`src/bezier_throttle_curve_mapper_unit_macros.svh`:
```
// ----------------------------------------------------------------------------
// Bezier throttle curve mapper: assertion macros
// Shorthand for the concurrent checks of the mapper top level.
// ----------------------------------------------------------------------------
`ifndef BEZIER_THROTTLE_CURVE_MAPPER_UNIT_MACROS_SVH
`define BEZIER_THROTTLE_CURVE_MAPPER_UNIT_MACROS_SVH

// Check that cons holds in the same cycle as ante.
`define BTCM_ASSERT_NOW(lbl, ante, cons, msg) \
	lbl: assert property (@(posedge clk) disable iff (!arst_n) (ante) |-> (cons)) \
		else $error(msg);

// Check that cons holds in the cycle after ante.
`define BTCM_ASSERT_NEXT(lbl, ante, cons, msg) \
	lbl: assert property (@(posedge clk) disable iff (!arst_n) (ante) |=> (cons)) \
		else $error(msg);

`endif

```
`src/btcm_pkg.sv`:
```
// ----------------------------------------------------------------------------
// Bezier throttle curve mapper package
// Widths, register indexes, curve constants and the sequencer state type.
// ----------------------------------------------------------------------------
package btcm_pkg;

	// Converter sample width; the top eight bits form the curve index
	localparam int SAMPLE_BITS = 10;
	localparam int IDX_W       = 8;
	localparam int S_DATA_W    = ((2 * SAMPLE_BITS + 7) / 8) * 8;

	// Configuration port
	localparam int CFG_IDX_W  = 2;
	localparam int CFG_DATA_W = 7;
	localparam int POWER_W    = 7;

	localparam logic [CFG_IDX_W-1:0] REG_MIN_POWER = CFG_IDX_W'(0);
	localparam logic [CFG_IDX_W-1:0] REG_MAX_POWER = CFG_IDX_W'(1);

	localparam logic [POWER_W-1:0] MIN_POWER_RST = 7'd1;
	localparam logic [POWER_W-1:0] MAX_POWER_RST = 7'd127;

	// Output byte
	localparam int BYTE_W = 8;
	localparam logic [BYTE_W-1:0] RIGHT_OFFSET = 8'd127;

	// Datapath widths
	localparam int X_W    = 18;  // b^2 + 3a^2 and a^2 + 3b^2
	localparam int MD_W   = 25;  // cube multiplicand after seven shifts
	localparam int CUBE_W = 24;  // b^3 + 3a^2b and a^3 + 3ab^2, at most 255^3
	localparam int NUM_W  = 31;  // weighted numerator, below 128 * 255^3
	localparam int Q_W    = 7;   // command quotient, at most 127

	// Curve denominator 255^3 and the divisor aligned to the top quotient bit
	localparam logic [CUBE_W-1:0] CURVE_SPAN = 24'd16581375;
	localparam logic [NUM_W-1:0]  DIV_TOP    = NUM_W'(CURVE_SPAN) << (Q_W - 1);

	// Lane numbers
	localparam int LANE_L = 0;
	localparam int LANE_R = 1;

	typedef enum logic [2:0] {
		ST_IDLE,
		ST_SQR,
		ST_PREP,
		ST_CUBE,
		ST_MIX,
		ST_DIV,
		ST_CMP,
		ST_EMIT
	} state_t;

endpackage

```
`src/bezier_throttle_curve_mapper_unit.sv`:
```
// ----------------------------------------------------------------------------
// Bezier throttle curve mapper
// Maps a left/right pair of throttle samples through a cubic Bezier curve and
// sends a command byte for each side whose command changed.
// ----------------------------------------------------------------------------
// Channel   Direction  Handshake          Payload
// s_*       in         s_tvalid/s_tready  left_sample, right_sample
// m_*       out        m_tvalid/m_tready  serial_byte, is_right, last
// cfg_*     in         cfg_valid/cfg_ready register index and data
//
// After accept a pair passes through squaring, setup, cubing, weighting, division and compare,
// set by the bit-serial shift-add multipliers and the restoring divider, then one send cycle
// per byte while the output is free. No new pair is taken before the last leaves the send state.
// Reset clears the remembered commands and loads the curve registers. A stalled
// output holds the send state and the input off; the last byte may wait meanwhile.
// ----------------------------------------------------------------------------
`include "bezier_throttle_curve_mapper_unit_macros.svh"

module bezier_throttle_curve_mapper_unit (
	input  logic                              clk,
	input  logic                              arst_n,
	input  logic                              s_tvalid,
	output logic                              s_tready,
	input  logic [btcm_pkg::S_DATA_W-1:0]     s_tdata,    // left_sample, right_sample
	output logic                              m_tvalid,
	input  logic                              m_tready,
	output logic [btcm_pkg::BYTE_W-1:0]       m_tdata,    // serial_byte
	output logic [0:0]                        m_tuser,    // is_right
	output logic                              m_tlast,
	input  logic                              cfg_valid,
	output logic                              cfg_ready,
	input  logic [btcm_pkg::CFG_IDX_W-1:0]    cfg_index,
	input  logic [btcm_pkg::CFG_DATA_W-1:0]   cfg_data
);
	import btcm_pkg::*;

	state_t state_q, state_d;
	logic [2:0] cnt_q;

	logic [POWER_W-1:0] mn_q, mx_q;
	logic [POWER_W-1:0] mn_sh_q, mx_sh_q;
	logic [NUM_W-1:0]   dv_q;

	// Per-lane datapath registers
	logic [IDX_W-1:0]  idx_q  [2];
	logic [IDX_W-1:0]  mr0_q  [2];
	logic [IDX_W-1:0]  mr1_q  [2];
	logic [MD_W-1:0]   md0_q  [2];
	logic [MD_W-1:0]   md1_q  [2];
	logic [CUBE_W-1:0] acc0_q [2];
	logic [CUBE_W-1:0] acc1_q [2];
	logic [NUM_W-1:0]  wp_q   [2];
	logic [NUM_W-1:0]  wq_q   [2];
	logic [NUM_W-1:0]  num_q  [2];
	logic [Q_W-1:0]    quo_q  [2];

	logic [BYTE_W-1:0] last_cmd_q [2];
	logic [1:0]        pend_q, pend_d;

	logic              m_tvalid_q;
	logic [BYTE_W-1:0] m_tdata_q;
	logic              m_tuser_q;
	logic              m_tlast_q;

	// Combinational lane results
	logic [CUBE_W-1:0] acc0_nx [2];
	logic [CUBE_W-1:0] acc1_nx [2];
	logic [X_W-1:0]    x_sum   [2];
	logic [X_W-1:0]    y_sum   [2];
	logic [NUM_W-1:0]  num_nx  [2];
	logic [NUM_W:0]    diff    [2];
	logic              ge      [2];
	logic [BYTE_W-1:0] cmd     [2];

	logic in_acc;
	logic out_free;
	logic load_l, load_r;

	// Lane arithmetic: shift-add steps, square combine, weighting, divide step
	always_comb begin
		for (int k = 0; k < 2; k++) begin
			acc0_nx[k] = acc0_q[k] + (mr0_q[k][0] ? md0_q[k][CUBE_W-1:0] : '0);
			acc1_nx[k] = acc1_q[k] + (mr1_q[k][0] ? md1_q[k][CUBE_W-1:0] : '0);
			x_sum[k]   = X_W'(acc1_q[k][15:0]) + X_W'({acc0_q[k][15:0], 1'b0})
				+ X_W'(acc0_q[k][15:0]);
			y_sum[k]   = X_W'(acc0_q[k][15:0]) + X_W'({acc1_q[k][15:0], 1'b0})
				+ X_W'(acc1_q[k][15:0]);
			num_nx[k]  = num_q[k] + (mn_sh_q[0] ? wp_q[k] : '0)
				+ (mx_sh_q[0] ? wq_q[k] : '0);
			diff[k]    = {1'b0, num_q[k]} - {1'b0, dv_q};
			ge[k]      = !diff[k][NUM_W];
			cmd[k]     = BYTE_W'(quo_q[k]);
		end
	end

	// Next state
	always_comb begin
		state_d = state_q;
		unique case (state_q)
			ST_IDLE: if (s_tvalid) state_d = ST_SQR;
			ST_SQR:  if (cnt_q == 3'd7) state_d = ST_PREP;
			ST_PREP: state_d = ST_CUBE;
			ST_CUBE: if (cnt_q == 3'd7) state_d = ST_MIX;
			ST_MIX:  if (cnt_q == 3'(Q_W - 1)) state_d = ST_DIV;
			ST_DIV:  if (cnt_q == 3'(Q_W - 1)) state_d = ST_CMP;
			ST_CMP:  state_d = ST_EMIT;
			ST_EMIT: if (pend_d == 2'b00) state_d = ST_IDLE;
			default: state_d = ST_IDLE;
		endcase
	end

	// Handshakes and byte selection
	always_comb begin
		s_tready  = (state_q == ST_IDLE);
		cfg_ready = 1'b1;
		in_acc    = s_tvalid && s_tready;
		out_free  = !m_tvalid_q || m_tready;
		load_l    = (state_q == ST_EMIT) && out_free && pend_q[0];
		load_r    = (state_q == ST_EMIT) && out_free && !pend_q[0] && pend_q[1];
		pend_d    = pend_q & ~{load_r, load_l};
		if (state_q == ST_CMP) begin
			pend_d = {cmd[LANE_R] != last_cmd_q[LANE_R], cmd[LANE_L] != last_cmd_q[LANE_L]};
		end
	end

	// Control state
	always_ff @(posedge clk or negedge arst_n) begin
		if (!arst_n) begin
			state_q       <= ST_IDLE;
			cnt_q         <= '0;
			mn_q          <= MIN_POWER_RST;
			mx_q          <= MAX_POWER_RST;
			last_cmd_q[0] <= '0;
			last_cmd_q[1] <= '0;
			pend_q        <= '0;
			m_tvalid_q    <= 1'b0;
		end else begin
			state_q <= state_d;
			cnt_q   <= (state_d != state_q) ? 3'd0 : cnt_q + 3'd1;
			pend_q  <= pend_d;

			// Take register writes; other indexes are dropped
			if (cfg_valid && cfg_ready) begin
				unique case (cfg_index)
					REG_MIN_POWER: mn_q <= cfg_data;
					REG_MAX_POWER: mx_q <= cfg_data;
					default: ;
				endcase
			end

			// Remember the new commands
			if (state_q == ST_CMP) begin
				last_cmd_q[LANE_L] <= cmd[LANE_L];
				last_cmd_q[LANE_R] <= cmd[LANE_R];
			end

			// Hold the output request until taken
			if (load_l || load_r) begin
				m_tvalid_q <= 1'b1;
			end else if (m_tready) begin
				m_tvalid_q <= 1'b0;
			end
		end
	end

	// Datapath: shift registers and accumulators
	always_ff @(posedge clk) begin
		for (int k = 0; k < 2; k++) begin
			unique case (state_q) inside
				ST_IDLE: begin
					if (in_acc) begin
						idx_q[k]  <= s_tdata[k*SAMPLE_BITS + SAMPLE_BITS - 1 -: IDX_W];
						mr0_q[k]  <= s_tdata[k*SAMPLE_BITS + SAMPLE_BITS - 1 -: IDX_W];
						md0_q[k]  <= MD_W'(s_tdata[k*SAMPLE_BITS + SAMPLE_BITS - 1 -: IDX_W]);
						mr1_q[k]  <= ~s_tdata[k*SAMPLE_BITS + SAMPLE_BITS - 1 -: IDX_W];
						md1_q[k]  <= {{(MD_W - IDX_W){1'b0}},
							~s_tdata[k*SAMPLE_BITS + SAMPLE_BITS - 1 -: IDX_W]};
						acc0_q[k] <= '0;
						acc1_q[k] <= '0;
					end
				end
				ST_SQR, ST_CUBE: begin
					acc0_q[k] <= acc0_nx[k];
					acc1_q[k] <= acc1_nx[k];
					mr0_q[k]  <= mr0_q[k] >> 1;
					mr1_q[k]  <= mr1_q[k] >> 1;
					md0_q[k]  <= md0_q[k] << 1;
					md1_q[k]  <= md1_q[k] << 1;
					if (state_q == ST_CUBE && cnt_q == 3'd7) begin
						wp_q[k]  <= NUM_W'(acc0_nx[k]);
						wq_q[k]  <= NUM_W'(acc1_nx[k]);
						num_q[k] <= '0;
					end
				end
				ST_PREP: begin
					// b * (b^2 + 3a^2) and a * (a^2 + 3b^2)
					md0_q[k]  <= MD_W'(x_sum[k]);
					mr0_q[k]  <= ~idx_q[k];
					md1_q[k]  <= MD_W'(y_sum[k]);
					mr1_q[k]  <= idx_q[k];
					acc0_q[k] <= '0;
					acc1_q[k] <= '0;
				end
				ST_MIX: begin
					num_q[k] <= num_nx[k];
					wp_q[k]  <= wp_q[k] << 1;
					wq_q[k]  <= wq_q[k] << 1;
				end
				ST_DIV: begin
					if (ge[k]) num_q[k] <= diff[k][NUM_W-1:0];
					quo_q[k] <= {quo_q[k][Q_W-2:0], ge[k]};
				end
				default: ;
			endcase
		end

		// Shared weight and divisor shifters
		if (state_q == ST_CUBE && cnt_q == 3'd7) begin
			mn_sh_q <= mn_q;
			mx_sh_q <= mx_q;
		end else if (state_q == ST_MIX) begin
			mn_sh_q <= mn_sh_q >> 1;
			mx_sh_q <= mx_sh_q >> 1;
		end
		if (state_q == ST_MIX) begin
			dv_q <= DIV_TOP;
		end else if (state_q == ST_DIV) begin
			dv_q <= dv_q >> 1;
		end

		// Load the output register
		if (load_l) begin
			m_tdata_q <= cmd[LANE_L];
			m_tuser_q <= 1'b0;
			m_tlast_q <= !pend_q[1];
		end else if (load_r) begin
			m_tdata_q <= cmd[LANE_R] + RIGHT_OFFSET;
			m_tuser_q <= 1'b1;
			m_tlast_q <= 1'b1;
		end
	end

	assign m_tvalid   = m_tvalid_q;
	assign m_tdata    = m_tdata_q;
	assign m_tuser[0] = m_tuser_q;
	assign m_tlast    = m_tlast_q;

	// Checks
	`BTCM_ASSERT_NOW(a_right_range, m_tvalid && m_tuser[0], m_tdata >= RIGHT_OFFSET, "right byte below offset")
	`BTCM_ASSERT_NOW(a_left_range, m_tvalid && !m_tuser[0], m_tdata <= RIGHT_OFFSET, "left byte above range")
	`BTCM_ASSERT_NOW(a_idle_no_pend, s_tready, pend_q == 2'b00, "input ready with bytes pending")
	`BTCM_ASSERT_NEXT(a_cmp_updates, state_q == ST_CMP, last_cmd_q[LANE_R] == cmd[LANE_R], "right command not stored")

endmodule

```
`config.mk`:
```
export PLATFORM = sky130hd
export DESIGN_NAME = bezier_throttle_curve_mapper_unit
export DESIGN_NICKNAME = d
export VERILOG_FILES = /design/src/btcm_pkg.sv /design/src/bezier_throttle_curve_mapper_unit.sv
export VERILOG_INCLUDE_DIRS = /design/src /design/src/src
export SDC_FILE = /design/constraint.sdc
export NUM_CORES = 2
export LEC_CHECK = 0
export BUFFER_PORTS_ARGS = -buffer_cell sky130_fd_sc_hd__buf_2
export CORE_MARGIN = 10
export CORE_UTILIZATION = 55
export CTS_BUF_LIST = sky130_fd_sc_hd__clkbuf_8
export DETAILED_ROUTE_END_ITERATION = 10
export GPL_ROUTABILITY_DRIVEN = 0
export HOLD_SLACK_MARGIN = 0.05
export PLACE_DENSITY = 0.74
export SLEW_MARGIN = 40
export SYNTH_ARGS = -nofsm -noshare
export SYNTH_HDL_FRONTEND = slang
export SYNTH_SLANG_ARGS = --single-unit
```
`constraint.sdc`:
```
create_clock -name clk -period 5.9 [get_ports clk]
set_clock_uncertainty 0.1 [all_clocks]
set_input_delay 0.59 -clock clk [delete_from_list [all_inputs] [get_ports clk]]
set_output_delay 0.59 -clock clk [all_outputs]
set_load 0.02 [all_outputs]
```
Word-level counts from Yosys, hierarchy flattened
Memory sizes are Yosys's and may differ from the RTL's.
Index checks and enable logic that the tools add are counted.
Word-level totals
  flip-flop bits (word level): 91
  bits in writable memories: 444
  input port bits: 38
  output and inout bits: 13
  memories: 11
Memories
  num_q: words 2, bits a word 31, read ports 2, clocked after Yosys merged registers in 0, wr ports 2, line bezier_throttle_curve_mapper_unit.sv:54  | logic [NUM_W-1:0] num_q [2];
  wp_q: words 2, bits a word 31, read ports 2, clocked after Yosys merged registers in 0, wr ports 2, line bezier_throttle_curve_mapper_unit.sv:52  | logic [NUM_W-1:0] wp_q [2];
  wq_q: words 2, bits a word 31, read ports 2, clocked after Yosys merged registers in 0, wr ports 2, line bezier_throttle_curve_mapper_unit.sv:53  | logic [NUM_W-1:0] wq_q [2];
  md0_q: words 2, bits a word 25, read ports 2, clocked after Yosys merged registers in 0, wr ports 2, line bezier_throttle_curve_mapper_unit.sv:48  | logic [MD_W-1:0] md0_q [2];
  md1_q: words 2, bits a word 25, read ports 2, clocked after Yosys merged registers in 0, wr ports 2, line bezier_throttle_curve_mapper_unit.sv:49  | logic [MD_W-1:0] md1_q [2];
  acc0_q: words 2, bits a word 24, read ports 2, clocked after Yosys merged registers in 0, wr ports 2, line bezier_throttle_curve_mapper_unit.sv:50  | logic [CUBE_W-1:0] acc0_q [2];
  +5 memories
Cells by class
  add/sub/neg operators: 20
  equality and inequality tests: 13
  muxes and demuxes: 79
  bitwise operators: 38
  reductions and logical operators: 22
Operators by type and width (number)
  $mux W31: 12
  $mux W24: 12
  $mux W25: 8
  $add A31 B31 Y31: 4
  $add A24 B24 Y24: 4
  $add A16 B17 Y18: 4
  $add A18 B16 Y18: 4
  $mux W8: 8
  $sub A31 B30 Y32: 2
  $mux W7: 6
  $not A8 Y8: 4
  $or A1 B1 Y1: 32
  $mux W1: 24
  $pmux W3 S8: 1
  $mux W3: 7
  $eq A3 B3 Y1 const B: 6
  $ne A7 B7 Y1: 2
  $add A7 B7 Y8 const B: 1
  $eq A3 B2 Y1 const B: 2
  $logic_and A1 B1 Y1: 6
  $reduce_bool A2 Y1: 3
  $logic_not A1 Y1: 5
  $logic_not A2 Y1: 2
  $reduce_and A2 Y1: 2
  10 further kinds: 11

Depth between registers and ports, before layout
  depth after elaboration: 13
  depth in mapped cells: 18
  depth with buffers taken out: 16

Least setup slack after synthesis
Ideal clock, no wire load.
  path kind: register -> register
  start: reg state_q[0]
  end: mem wp_q[0][0], enable pin
  setup time: 1.069 ns
  data arrival time: 3.499 ns
  data required time: 4.731 ns
  setup slack: 1.232 ns
  stages on the path, launching flop included: 7
  clock period less this slack: 4.668 ns
  cells stage by stage: dfrtp_1 clkbuf_1 nor2_1 nand2_1 clkbuf_1 buf_1 nand2_1
RTL lines
  start, declared: line bezier_throttle_curve_mapper_unit.sv:37  | state_t state_q, state_d;
  start signal, assigned: line bezier_throttle_curve_mapper_unit.sv:138  | state_q <= state_d;
  end, declared: line bezier_throttle_curve_mapper_unit.sv:52

==> impl_metrics.json <==
{
  "cts-root-buf": "clkbuf_8",
  "arrival_ns": 5.37,
  "postCtsSetupBuffers": 0,
  "p_per_area_nw_per_um2": 653,
  "wl_met2_microns": 40000,
  "cts_buffer_depth": 3,
  "p_clk_share_pct": 13.1,
  "fin_ws_ns": 0.898,
  "numCtsBuffers": 92,
  "rr_startpoint": "mn_sh_q[0]",
  "cts_tree": "built",
  "avgViaCountPerCell": 5.85,
  "synth_seq_area_share_pct": 41.7,
  "critPathMaxStageDelay_ns": 0.80,
  "outcome": "completed",
  "layout-drive-gt1-share_pct": 7.43,
  "dpl.hpwl_microns": 59600,
  "grt_pass1_wl_microns": 140000,
  "ios": 51,
  "post_cts_resized": 0,
  "final_common_cell": "edfxtp_1",
  "internal_power_mw": 14.5,
  "worstSkewPairLatency_ns": 0.74,
  "rsz0062_at_grt": "false",
  "async_flop_share_pct": 6.97,
  "setup_viol": 0,
  "core_area_sq_um": 66200,
  "synth_edf_count": 460,
  "num_rows": 94,
  "end_kind": "flip-flop",
  "syn_avg_cell_area_sq_um": 10.0,
  "path_clk_slew_ns": 0.06,
  "worstHoldStart": "cfg_index[1]",
  "reg2reg_depth": 17,
  "r2r_end": "num_q[0][29]",
  "fmax_ghz": 0.200,
  "route.met3.wl_microns": 4200,
  "crit_type": "flip-flop to flip-flop",
  "antenna_found_initial": 1,
  "synthCells": 3697,
  "grt_max_degree": 113,
  "leakagePower_nw": 17.0,
  "fin_crit_ns": 5.00,
  "cp_max_fo": 26,
  "swShare_pct": 45.0,
  "drt_iter0_drc": 1948,
  "initial_core_util_pct": 55.8,
  "pwr-share-comb_pct": 59.5,
  "utilization_pct": 60.7,
  "ys_types": 87,
  "seq_power_share_pct": 27.4,
  "hold_viol": 0,
  "port-buffer-count": 41,
  "topRoutingLayerUsed": "met4",
  "cp.required_ns": 6.27,
  "nets": 4209,
  "grt_pass1_vias": 27600,
  "holdPathEnd": "mn_q[5]",
  "area_growth_pct": 8.80,
  "yosys_warnings": 0,
  "wl_per_cell_microns": 17.8,
  "synth_nets": 4147,
  "wl_microns": 83900,
  "power.switching_mw": 11.8,
  "pre_cts_slack_ns": 0.918,
  "slew-limit-headroom_pct": 40.7,
  "fin_tns_setup_ns": 0,
  "die_h_microns": 279,
  "crit_slowest_cell": "edfxtp_1",
  "die-area_sq_um": 78000,
  "worst_pin_slew_ns": 0.882,
  "ant_nets": 0,
  "crit_chain": "buf_4, nand2_1, fa_1, inv_1, ha_1, inv_1, fa_1, nor2b_1, o21ai_1, a211oi_1, o31ai_1, o31a_1, o31ai_1, nor2_1, a21oi_1, xnor2_1, o22ai_1",
  "hp-class": "input pin to flip-flop",
  "critPathLaunchType": "flip-flop",
  "min_path_cells": 3,
  "layout.cells.most_common_list": "edfxtp_1 (460), nand2_1 (420), a21oi_1 (281)",
  "drc": 0,
  "synth-seq-cells": 531,
  "clock_sinks": 531,
  "maxCapViolCount": 0,
  "die_x_microns": 279,
  "finalCritPeriodShare_pct": 84.8,
  "r2r_setup_slack_ns": 0.90,
  "m1WireLength_microns": 37900,
  "synth-main-ff-cell": "edfxtp_1",
  "netlist_area_sq_um": 37000,
  "num_vias": 27500,
  "drt_first_pass_iters": 5,
  "vdd_drop_max_v": 0.000913,
  "grt_remaining_overflow": 0,
  "maxSlewViolCount": 0,
  "h-tree-depth": 3,
  "grt_usage_pct": 21.5
}
## power by group through the flow
stage / registers (mW) / logic [mW] / clock network (mW)
6_report: 7.20 / 15.6 / 3.45
3_5_place_dp: 7.29 / 15.3 / 0
5_1_grt: 7.37 / 17.6 / 3.68
4_1_cts: 7.23 / 15.6 / 3.52
2_1_floorplan: 6.93 / 12.1 / 0
3_3_place_gp: 7.25 / 14.9 / 0
## layer usage
layer	up-vias	global-route usage, %
met4	0	6.08
met5	-	0
met3	146	2.96
met1	13300	28.9
met2	650	36.0
li1	13500	-
## what timing repair did
item / 4_1_cts / 5_1_grt
endpoints found under the setup margin: 0 / 0
hold endpoints to repair: 60 / 0
hold buffers: 25 / 0
## state kept, by name, indices dropped and copies added (netlist names), 16 cells and up
register,cells
mr0_q,16
acc0_q,48
acc1_q,48
idx_q,16
wq_q,62
mr1_q,16
md0_q,48
wp_q,62
num_q,62
dv_q,30
md1_q,48
## cell type report
type                       instances  area [sq um]
inverter                         202           758
clock inverter                    75           515
tap                              864          1080
multi-input combinational       2833         20400
timing repair buffer              99           751
antenna                            3          7.51
fill                            5561         26000
clock buffer                      96          1320
sequential                       531         15400
## synth_stat cells (8+ instances only)
cell type,number,share of area (%)
a21oi_1,281,3.8
a211oi_1,30,0.61
dfstp_2,8,0.57
xor2_1,116,2.7
or3_1,22,0.37
o221ai_1,9,0.21
mux2_2,26,0.79
nand2_1,424,4.3
o31ai_1,14,0.28
o21a_1,32,0.65
nand3_1,49,0.66
o21bai_1,31,0.63
inv_1,201,2.0
o22ai_1,53,0.90
ha_1,280,9.5
nor3_1,48,0.65
a22o_1,9,0.21
o21ai_1,15,0.20
nand2b_1,41,0.69
nor2b_1,25,0.42
o211ai_1,32,0.65
and3_1,87,1.5
a21o_1,91,1.8
o21ai_0,239,3.2
edfxtp_1,460,37
buf_1,13,0.13
clkbuf_1,111,1.1
dfrtp_1,29,2.0
a211o_1,8,0.19
or2_2,12,0.20
dfxtp_1,34,1.8
nor2_1,256,2.6
and2_1,170,2.9
nand4_1,21,0.36
a31oi_1,19,0.32
fa_1,132,7.1
xnor2_1,138,3.3
## cell families after synthesis
| logic type | after synthesis | share of synthesized area (%) |
|---|---|---|
| and+or+nand+nor | 1176 | 15.0 |
| AOI/OAI and AO/OA | 963 | 16.3 |
| DFF | 531 | 41.7 |
| adders and majority gates | 412 | 16.6 |
| buffers and inverters | 333 | 3.42 |
| xor gates and xnor gates | 254 | 6.02 |
| muxes | 27 | 0.819 |
| other | 1 | 0.0101 |
## how the worst max path moves through the flow
stage | cells after the start | slack (ns) | to | from
CTS | 17 | 0.90 | num_q[0][29] | mn_sh_q[0]
global placement | 17 | 0.92 | num_q[0][29] | mn_sh_q[0]
detailed placement | 17 | 0.92 | num_q[0][29] | mn_sh_q[0]
global route | 17 | 0.53 | num_q[0][29] | mn_sh_q[0]
floorplan | 6 | 1.23 | wp_q[0][0] | state_q[0]
finish | 17 | 0.90 | num_q[0][29] | mn_sh_q[0]
## critical path, delay by kind of cell, from the launching register on
kind | cells | cell delay (ns)
AOI/OAI and AO/OA | 7 | 1.77
adders and majority gates | 3 | 1.07
DFF | 1 | 0.80
buffers and inverters | 3 | 0.51
and+or+nand+nor | 3 | 0.34
xor gates and xnor gates | 1 | 0.13
## through the flow
step	total power, mW	hold slack (ns)	instances	area [sq um]
2_1_floorplan	19.0	0.194	3697	37000
3_3_place_gp	22.2	0.339	4503	38100
3_5_place_dp	22.6	0.352	4503	38100
4_1_cts	26.3	0.158	4699	40200
5_1_grt	28.6	0.196	4702	40200
6_report	26.3	0.213	4703	40200
No activity file was read; power rests on OpenSTA's default activity.
